File: src/hdl/psf_pkg.sv
`default_nettype none

package psf_pkg;

  localparam int unsigned ADDR_W = 48;
  localparam int unsigned SEQ_W  = 16;

  // Highest sequence value: a stored entry at this value accepts any lower one (wrap).
  localparam logic [SEQ_W-1:0] SEQ_WRAP = {SEQ_W{1'b1}};

  typedef struct packed {
    logic [ADDR_W-1:0] addr;
    logic [SEQ_W-1:0]  seq;
  } entry_t;

  // controller -> datapath
  typedef struct packed {
    logic load;    // capture the input item, restart the scan
    logic scan;    // issue the next table read, compare the last one
    logic latch;   // hold the lookup outcome
    logic commit;  // write the table, load the result register
  } cmd_t;

  // datapath -> controller
  typedef struct packed {
    logic hit;       // compared entry matches the source
    logic miss;      // all filled entries compared, no match
    logic out_busy;  // result register still waits for its transfer
  } sts_t;

endpackage

`default_nettype wire

File: src/hdl/psf_ctrl.sv
`default_nettype none

module psf_ctrl (
  input  wire logic         clk,
  input  wire logic         rst_n,
  input  wire logic         in_valid,
  output logic              in_stall,
  input  wire psf_pkg::sts_t sts,
  output psf_pkg::cmd_t     cmd
);
  import psf_pkg::*;

  localparam logic [1:0] ST_IDLE   = 2'd0;
  localparam logic [1:0] ST_SCAN   = 2'd1;
  localparam logic [1:0] ST_FINISH = 2'd2;

  logic [1:0] state_r, state_nxt;

  always_comb begin
    state_nxt = state_r;
    cmd       = '0;
    unique case (state_r)
      ST_IDLE: begin
        if (in_valid) begin
          cmd.load  = 1'b1;
          state_nxt = ST_SCAN;
        end
      end
      ST_SCAN: begin
        cmd.scan = 1'b1;
        if (sts.hit || sts.miss) begin
          cmd.latch = 1'b1;
          state_nxt = ST_FINISH;
        end
      end
      ST_FINISH: begin
        if (!sts.out_busy) begin
          cmd.commit = 1'b1;
          state_nxt  = ST_IDLE;
        end
      end
      default: begin
        state_nxt = ST_IDLE;
      end
    endcase
  end

  assign in_stall = (state_r != ST_IDLE);

  always_ff @(posedge clk) begin
    if (!rst_n) begin
      state_r <= ST_IDLE;
    end else begin
      state_r <= state_nxt;
    end
  end

  // a transfer in starts a scan on the next cycle
  a_load_to_scan: assert property (@(posedge clk) disable iff (!rst_n)
    cmd.load |=> (state_r == ST_SCAN))
    else $error("load did not start a scan");

  // commit only while the result register is free
  a_commit_free: assert property (@(posedge clk) disable iff (!rst_n)
    cmd.commit |-> !sts.out_busy)
    else $error("commit while result register busy");

  // a latched lookup outcome moves the controller to the finish state
  a_latch_then_commit: assert property (@(posedge clk) disable iff (!rst_n)
    cmd.latch |=> (state_r == ST_FINISH))
    else $error("lookup outcome not followed by finish");

endmodule

`default_nettype wire

File: src/hdl/psf_datapath.sv
`default_nettype none

module psf_datapath #(
  parameter int unsigned TABLE_ENTRIES = 16
) (
  input  wire logic                        clk,
  input  wire logic                        rst_n,
  input  wire logic [psf_pkg::ADDR_W-1:0]  in_source_address,
  input  wire logic [psf_pkg::SEQ_W-1:0]   in_sequence_number,
  output logic                             out_valid,
  input  wire logic                        out_stall,
  output logic                             out_is_new,
  output logic                             out_stored,
  input  wire psf_pkg::cmd_t               cmd,
  output psf_pkg::sts_t                    sts
);
  import psf_pkg::*;

  localparam int unsigned IW = (TABLE_ENTRIES > 1) ? $clog2(TABLE_ENTRIES) : 1;
  localparam int unsigned CW = $clog2(TABLE_ENTRIES + 1);

  entry_t            mem [TABLE_ENTRIES];

  logic [ADDR_W-1:0] key_addr_r;
  logic [SEQ_W-1:0]  key_seq_r;
  logic [CW-1:0]     idx_r;
  logic [CW-1:0]     count_r;
  logic              rd_vld_r;
  entry_t            rd_data_r;
  logic [IW-1:0]     rd_idx_r;
  logic              hit_r;
  logic              fresh_r;
  logic [IW-1:0]     hit_idx_r;
  logic              out_valid_r;
  logic              out_is_new_r;
  logic              out_stored_r;

  logic              idx_lt_count;
  logic              match;
  logic              fresh;
  logic              room;
  logic              wr_en;
  logic [IW-1:0]     wr_idx;

  assign idx_lt_count = (idx_r < count_r);
  assign match        = rd_vld_r && (rd_data_r.addr == key_addr_r);
  // newer, or stored value at the top of the range and any other value arrives
  assign fresh        = (key_seq_r > rd_data_r.seq) ||
                        ((rd_data_r.seq == SEQ_WRAP) && (key_seq_r != SEQ_WRAP));
  assign room         = (count_r != CW'(TABLE_ENTRIES));
  assign wr_en        = cmd.commit && (hit_r ? fresh_r : room);
  assign wr_idx       = hit_r ? hit_idx_r : count_r[IW-1:0];

  assign sts.hit      = match;
  assign sts.miss     = !match && !idx_lt_count;
  assign sts.out_busy = out_valid_r && out_stall;

  // table: one read a cycle while scanning filled entries, at most one write at commit
  always_ff @(posedge clk) begin
    if (cmd.scan && idx_lt_count) begin
      rd_data_r <= mem[idx_r[IW-1:0]];
    end
    if (wr_en) begin
      mem[wr_idx] <= '{addr: key_addr_r, seq: key_seq_r};
    end
  end

  always_ff @(posedge clk) begin
    if (cmd.load) begin
      key_addr_r <= in_source_address;
      key_seq_r  <= in_sequence_number;
    end
    if (cmd.scan) begin
      rd_idx_r <= idx_r[IW-1:0];
    end
    if (cmd.latch) begin
      hit_r     <= match;
      fresh_r   <= fresh;
      hit_idx_r <= rd_idx_r;
    end
    if (cmd.commit) begin
      out_is_new_r <= hit_r ? fresh_r : 1'b1;
      out_stored_r <= hit_r ? fresh_r : room;
    end
  end

  always_ff @(posedge clk) begin
    if (!rst_n) begin
      idx_r       <= '0;
      rd_vld_r    <= 1'b0;
      count_r     <= '0;
      out_valid_r <= 1'b0;
    end else begin
      if (cmd.load) begin
        idx_r    <= '0;
        rd_vld_r <= 1'b0;
      end else if (cmd.scan) begin
        rd_vld_r <= idx_lt_count;
        if (idx_lt_count) begin
          idx_r <= idx_r + CW'(1);
        end
      end
      if (cmd.commit && !hit_r && room) begin
        count_r <= count_r + CW'(1);
      end
      if (cmd.commit) begin
        out_valid_r <= 1'b1;
      end else if (!out_stall) begin
        out_valid_r <= 1'b0;
      end
    end
  end

  assign out_valid  = out_valid_r;
  assign out_is_new = out_is_new_r;
  assign out_stored = out_stored_r;

  a_count_bound: assert property (@(posedge clk) disable iff (!rst_n)
    count_r <= CW'(TABLE_ENTRIES))
    else $error("fill count beyond table size");

  a_stored_is_new: assert property (@(posedge clk) disable iff (!rst_n)
    out_valid_r |-> (!out_stored_r || out_is_new_r))
    else $error("recorded frame reported as duplicate");

  a_commit_shows: assert property (@(posedge clk) disable iff (!rst_n)
    cmd.commit |=> out_valid_r)
    else $error("commit did not present a result");

  a_miss_fills: assert property (@(posedge clk) disable iff (!rst_n)
    (cmd.commit && !hit_r && room) |=> (count_r == $past(count_r) + CW'(1)))
    else $error("append did not advance fill count");

endmodule

`default_nettype wire

File: src/hdl/per_source_sequence_filter_unit.sv
`default_nettype none

// Receive-side duplicate frame filter. One item in per received frame: the
// sender address and the header sequence number. One item out per frame:
// is_new (forward upward) and stored (table entry written or updated).
// Both channels use valid/stall; a transfer happens when valid is high and
// stall is low.
// The sender table holds TABLE_ENTRIES entries in a single-port memory,
// filled in order; a fill count marks which entries hold data.
// The scan reads one memory entry per cycle from index 0 and compares it
// with the source; it ends at the first match, or with no match once all
// filled entries are compared. The outcome is latched, then committed to the
// table and result register; in_stall is high for the whole lookup.
// A finished result sits in the output register; the next input transfer
// is taken while it waits. If the receiver stalls, the lookup after that
// holds at commit until the result register is free, table untouched.
// Reset (rst_n low, synchronous) empties the table via the fill count at
// once, with no clearing pass, and drops any pending result.
module per_source_sequence_filter_unit #(
  parameter int unsigned TABLE_ENTRIES = 16
) (
  input  wire logic                        clk,
  input  wire logic                        rst_n,
  input  wire logic                        in_valid,
  output logic                             in_stall,
  input  wire logic [psf_pkg::ADDR_W-1:0]  in_source_address,
  input  wire logic [psf_pkg::SEQ_W-1:0]   in_sequence_number,
  output logic                             out_valid,
  input  wire logic                        out_stall,
  output logic                             out_is_new,
  output logic                             out_stored
);
  import psf_pkg::*;

  cmd_t cmd;  // sequencing commands
  sts_t sts;  // lookup status and output register occupancy

  psf_ctrl u_ctrl (
    .clk      (clk),
    .rst_n    (rst_n),
    .in_valid (in_valid),
    .in_stall (in_stall),
    .sts      (sts),
    .cmd      (cmd)
  );

  psf_datapath #(
    .TABLE_ENTRIES (TABLE_ENTRIES)
  ) u_datapath (
    .clk                (clk),
    .rst_n              (rst_n),
    .in_source_address  (in_source_address),
    .in_sequence_number (in_sequence_number),
    .out_valid          (out_valid),
    .out_stall          (out_stall),
    .out_is_new         (out_is_new),
    .out_stored         (out_stored),
    .cmd                (cmd),
    .sts                (sts)
  );

endmodule

`default_nettype wire

File: config.mk
export PLATFORM = sky130hd
export DESIGN_NAME = per_source_sequence_filter_unit
export DESIGN_NICKNAME = d
export VERILOG_FILES = /design/src/hdl/psf_pkg.sv /design/src/hdl/psf_ctrl.sv /design/src/hdl/psf_datapath.sv /design/src/hdl/per_source_sequence_filter_unit.sv
export SDC_FILE = /design/constraint.sdc
export NUM_CORES = 1
export LEC_CHECK = 0
export ABC_AREA = 0
export BUFFER_PORTS_ARGS = -buffer_cell sky130_fd_sc_hd__buf_4
export CORE_MARGIN = 2
export CORE_UTILIZATION = 45
export DETAILED_ROUTE_END_ITERATION = 7
export GPL_TIMING_DRIVEN = 0
export HOLD_SLACK_MARGIN = 0.06
export PLACE_DENSITY = 0.71
export SLEW_MARGIN = 30
export SYNTH_ARGS = -nofsm -noshare
export SYNTH_HDL_FRONTEND = slang
export SYNTH_HIERARCHICAL = 1
export SYNTH_SLANG_ARGS = --single-unit
File: constraint.sdc
create_clock -name clk -period 5.4 [get_ports clk]
set_input_delay 0.81 -clock clk [delete_from_list [all_inputs] [get_ports clk]]
set_output_delay 0.81 -clock clk [all_outputs]
set_load 0.02 [all_outputs]
* Word-level counts from Yosys, hierarchy flattened
Memories as Yosys holds them, arrays and structs flattened. A register that Yosys moved wholly into a read port is not among the register bits. Cells that the tools add are included.
Storage, ports and cells: latch bits 0, RAM bits 1024, bits in read-only memories 0, word-level logic and storage cells 63, memories kept 1, input bits 68, output and inout port bits 4, bits in registers 90
Operators by class: eq/ne operators 10, shifts and indexed selects 0, multiply operators 0, multiplexer cells 16, $lt $le $gt $ge 2, divide/modulo/power cells 0, bitwise operators 1, $add $sub $neg 2, reduce and logical (&&, ||, !) cells 18
Memory list:
- u_datapath.mem | depth 16, bits a word 64, read ports 1, clocked after memory_dff 1, write ports 1, RTL line psf_datapath.sv:22 | entry_t mem [TABLE_ENTRIES];
Operators with widths (count):
- $eq 48x48->1 | 1
- $eq 16x16->1 const B | 1
- $gt 16x16->1 | 1
- $ne 16x16->1 const B | 1
- $add 5x1->5 const B | 2
- $mux 1 | 10
- $logic_and 1x1->1 | 8
- $mux 2 | 4
- $pmux 2 s3 | 1
- $lt 5x5->1 | 1
- $ne 5x5->1 const B | 1
- $mux 4 | 1
- $ne 2x1->1 const B | 2
- $ne 2x2->1 const B | 2
- $logic_not 1->1 | 3
- $reduce_and 3->1 | 1
- $eq 2x1->1 const B | 1
- $eq 2x2->1 const B | 1
- $logic_not 2->1 | 1
- $logic_or 1x1->1 | 2
- $reduce_and 2->1 | 1
- $reduce_bool 2->1 | 1
- $reduce_or 2->1 | 1
- $not 1->1 | 1

* Logic depth before layout (Yosys ltp)
word-level depth 8, mapped depth 10, depth with buffers taken out 9

* By module
The synthesis kept the hierarchy.
Modules (own cells, without submodules):
- psf_datapath | instances 1, area each 44530.2 µm², cells each 1810
- psf_ctrl | instances 1, area each 135.1 µm², cells each 14

* Worst setup path before layout
Ideal clock, no wire load.
path type input port to flip-flop, start input port out_stall, end memory u_datapath/mem[11][0] (netlist name) (enable), data arrival time 4455 ps, path buffers 0, slack 459 ps, library setup time 487 ps, cell stages on the path 5, cells stage by stage and2_1 > nor3b_1 > and2_1 > o21ai_0 > nor2_1
RTL lines:
- from (decl) | RTL line per_source_sequence_filter_unit.sv:29 | input wire logic out_stall,
- to (decl) | RTL line psf_datapath.sv:22

* Final worst setup path
start register u_datapath.count_r[1], end memory u_datapath/mem[2][41] (netlist name) (enable)
On the way: cells in the longest elaborated chain, start to end 5, elaborated cells on any way between the ends 6, those cells by class 1 x eq/ne; 4 x mux; 1 x reduce/logical
Ends and longest elaborated chain:
- from (decl) | RTL line psf_datapath.sv:27 | logic [CW-1:0] count_r;
- from (signal assigned) | RTL line psf_datapath.sv:104 | count_r <= count_r + CW'(1);
- $ne 5x5->1 | RTL line psf_datapath.sv:50 | assign room = (count_r != CW'(TABLE_ENTRIES));
- $mux 1 | RTL line psf_datapath.sv:51 | assign wr_en = cmd.commit && (hit_r ? fresh_r : room);
- $logic_and 1x1->1 | RTL line psf_datapath.sv:51
- $mux 1 | RTL line psf_datapath.sv:63 | if (wr_en) begin
- $mux 1 (implied by the code) | RTL line psf_datapath.sv:64 | mem[wr_idx] <= '{addr: key_addr_r, seq: key_seq_r};
Parallel ways exist; a longest one is shown, timed or not.

==> results.py <==
metrics = {
    "power_and_ir_drop": {
        "ir_worst_vdd_mv": 0.306,
        "swShare_pct": 19.8,
        "clockPowerShare_pct": 42.0,
        "p_per_area_nw_per_um2": 345,
        "power_frac_comb_pct": 1.4,
        "pwr-share-seq_pct": 56.7,
        "p_int_mw": 14.6,
        "p_leak_nw": 16.2,
        "p_sw_mw": 3.60,
    },
    "place": {
        "dp_hpwl_mm": 66.8,
        "dpl_cell_area_um2": 49200,
        "io_buffers": 71,
        "place_congestion": 0.812,
    },
    "global_routing": {
        "grt_pass1_wl_mm": 153,
        "grt_max_degree": 19,
        "grt_pass1_vias": 21700,
        "grt_overflow": 0,
        "grtUsageTotal_pct": 20.8,
        "antenna_found_initial": 1,
    },
    "setup_path": {
        "slowest_stage": "nor2_4",
        "r2r_cells": 10,
        "r2r_start": "u_datapath/count_r[1]",
        "worstSetupPathType": "flip-flop to flip-flop",
        "crit_top_cell": "buf_16",
        "critPathCaptureType": "flip-flop",
        "start_kind": "flip-flop",
        "worst-endpoint-required_ps": 5780,
        "crit_arrival_ps": 4150,
        "path_cells": "inv_1, ha_1, nor4bb_1, a21boi_0, and2_1, o21ai_1, nor2_4, buf_16, buf_16, buf_16",
        "r2r-end": "u_datapath/mem[2][41]",
        "worstPathMaxFanout": 14,
        "r2r_slack_ps": 1630,
        "cp_slowest_stage_delay_ps": 770,
    },
    "layout": {
        "num-nets-final": 2185,
        "fin_util_pct": 53.6,
        "n_antenna_cell": 0,
        "drive_above_1_share_pct": 32.1,
        "final_area_um2": 52700,
        "area_growth_pct": 18.0,
    },
    "sta": {
        "fmax_mhz": 265,
        "fin_crit_sh_pct": 69.8,
        "skew_ps": 31.4,
        "min_period_ps": 3770,
        "max-slew-margin-rel_pct": 31.3,
        "finalHoldViolations": 0,
        "tightestPinTransition_ps": 1030,
        "finalMaxSlewViolations": 0,
        "setup_violations": 0,
        "rsz0062_at_grt": "no",
    },
    "synthesis": {
        "synthSimpleGateAreaFrac_pct": 1.31,
        "syn_area_per_cell_um2": 24.5,
        "synth_flop_cell": "edfxtp_1",
        "syn_nets": 1915,
        "yosysUniqueCellTypes": 52,
        "ys_warn_count": 6,
        "ys_ff_latch": 1178,
        "synth_edf_count": 1164,
        "synth_top_family_by_area": "multiplexers",
        "synthXorXnorAreaFrac_pct": 0.902,
        "ys_seq_area_share_pct": 78.9,
        "yosys-top-cells-area": "edfxtp_1, mux4_2, ha_1, buf_6, dfxtp_1",
        "async_reset_ff_share_pct": 0,
        "synth_fa_ha_area_share_pct": 0.644,
        "muxShareOfSynthArea_pct": 16.2,
        "yosysTopAreaCell": "edfxtp_1",
        "netlist_instances": 1824,
        "synth_compound_area_share_pct": 0.664,
        "synth_top_area_share_pct": 78.3,
        "synth_area_um2": 44700,
    },
    "hold_path": {
        "hp-start": "in_source_address[8]",
        "hold_path_class": "primary input to flip-flop",
        "whs_path_depth": 1,
        "worstHoldEndpoint": "u_datapath/key_addr_r[8]",
    },
    "clocking": {
        "cts_setup_buffers": 0,
        "clock-sinks": 1178,
        "htreeDepth": 3,
        "cts_resized": 0,
        "root_buffer": "clkbuf_16",
        "holdBufCountCts": 0,
        "clock_path_buffers": 3,
        "clock_latency_ps": 690,
        "numCtsBuffers": 111,
        "cts.reportedPaths.clkPinSlew_ps": 70,
        "cts_tree": "yes",
    },
    "routing": {
        "highest_layer": "met4",
        "viasPerCell": 6.04,
        "wl_met3_mm": 9.50,
        "drt_iter0_drc": 2949,
        "wl_per_cell_um": 30.3,
        "drt-met1-wl_mm": 41.9,
        "met2WireLength_mm": 51.5,
        "vias": 21000,
        "final_antenna_net_count": 0,
        "first_pass_iters": 5,
        "wirelength_mm": 105,
        "drc": 0,
    },
    "floorplanning": {
        "start_util_pct": 45.4,
        "die_y_um": 319,
        "num_rows": 115,
        "coreArea_um2": 98400,
        "die-area_um2": 102000,
        "die_x_um": 319,
        "io_pins": 72,
    },
    "job": {
        "max_cap_viol_count": 0,
    },
    "outcome": {
        "status": "finished, final reports clean",
    },
}
## sequential cells by signal, summed over array words and instances (netlist names)
name / flops
u_datapath/key_addr_r: 48
u_datapath/key_seq_r: 16
u_datapath/hit_r: 1
u_datapath/count_r: 5
u_datapath/out_is_new: 1
u_datapath/mem: 1024
u_datapath/rd_vld_r: 1
u_datapath/hit_idx_r: 4
u_datapath/out_stored: 1
u_datapath/fresh_r: 1
u_ctrl/state_r: 2
u_datapath/rd_data_r: 64
u_datapath/idx_r: 5
u_datapath/rd_idx_r: 4
u_datapath/out_valid: 1
## metal layers
metal / GRT usage [%] / up-vias
met5: 0 / -
met4: 4.92 / 0
met3: 3.76 / 178
met2: 33.7 / 1181
met1: 29.7 / 11200
li1: - / 8385
## how the worst max path moves through the flow
stage	startpoint	to	cells after the start
floorplan	out_stall	u_datapath/mem[11][0]	5
detailed placement	out_stall	u_datapath/mem[3][41]	9
finish	u_datapath/count_r[1]	u_datapath/mem[2][41]	10
CTS	u_datapath/count_r[1]	u_datapath/mem[3][41]	10
global placement	out_stall	u_datapath/mem[10][37]	6
global route	u_datapath/count_r[0]	u_datapath/mem[2][45]	10
## kinds of logic after synthesis
group,after synthesis
simple gates,103
buf+inv,110
compound gates,41
xor+xnor,46
fa+ha+maj,23
flops,1178
mux,323
## through the flow
stage	std cells	hold WS, ps	TNS (ps)	total power, mW	setup slack, ps
6_report	3475	299	0	18.2	1630
5_1_grt	3475	269	0	18.7	1610
4_1_cts	3475	263	0	18.3	1730
3_5_place_dp	3268	405	0	10.7	1310
3_3_place_gp	3182	405	-3691360	10.7	-3440
2_1_floorplan	1824	400	0	10.5	459
## power groups by stage
stage / sequential [mW] / clock, mW / combinational, mW
3_5_place_dp: 10.5 / 0 / 0.247
2_1_floorplan: 10.4 / 0 / 0.102
6_report: 10.3 / 7.63 / 0.248
5_1_grt: 10.3 / 8.09 / 0.261
3_3_place_gp: 10.5 / 0 / 0.208
4_1_cts: 10.3 / 7.75 / 0.251
## cells in the mapped netlist, types with 9 or more instances
master,number
mux4_2,320
clkbuf_1,33
buf_6,25
nor4_1,9
nand4_1,21
ha_1,23
dfxtp_1,14
inv_1,33
edfxtp_1,1164
xnor2_1,20
nor2_1,25
buf_2,11
xor2_1,26
a21oi_1,10
## placed cells by master, fill, tap and decap left out, drive strengths merged, types with 2 or more instances in the layout
cell,count
edfxtp,1164
mux4,320
buf,201
clkbuf,175
clkinv,47
inv,39
xor2,26
nor2,25
ha,23
nand4,21
xnor2,20
dfxtp,14
a21oi,10
bufinv,9
nor4,9
nand2,7
and2,7
nand2b,6
a211oi,6
nor2b,6
nor3b,5
nand3,5
nor3,5
clkinvlp,3
mux2i,3
a21o,3
o21a,2
o21ai,2
o221ai,2
and4,2
a31oi,2
## worst max-delay path, delay by kind of cell (launching register included)
family / cells / cell delay, ps
simple gates: 3 / 1180
compound gates: 2 / 630
fa+ha+maj: 1 / 220
buf+inv: 4 / 780
flops: 1 / 600
## layout make-up
| type | instances | area [um2] |
|---|---|---|
| fillers | 7207 | 45700 |
| flip-flops and latches | 1178 | 35200 |
| multi-input cells | 536 | 8950 |
| clock buffers | 142 | 2970 |
| repair buffers | 157 | 2760 |
| well taps | 1287 | 1610 |
| clock inverters | 65 | 577 |
| plain buffers | 77 | 503 |
| inverters | 33 | 124 |
(Power assumes the default switching activity.)
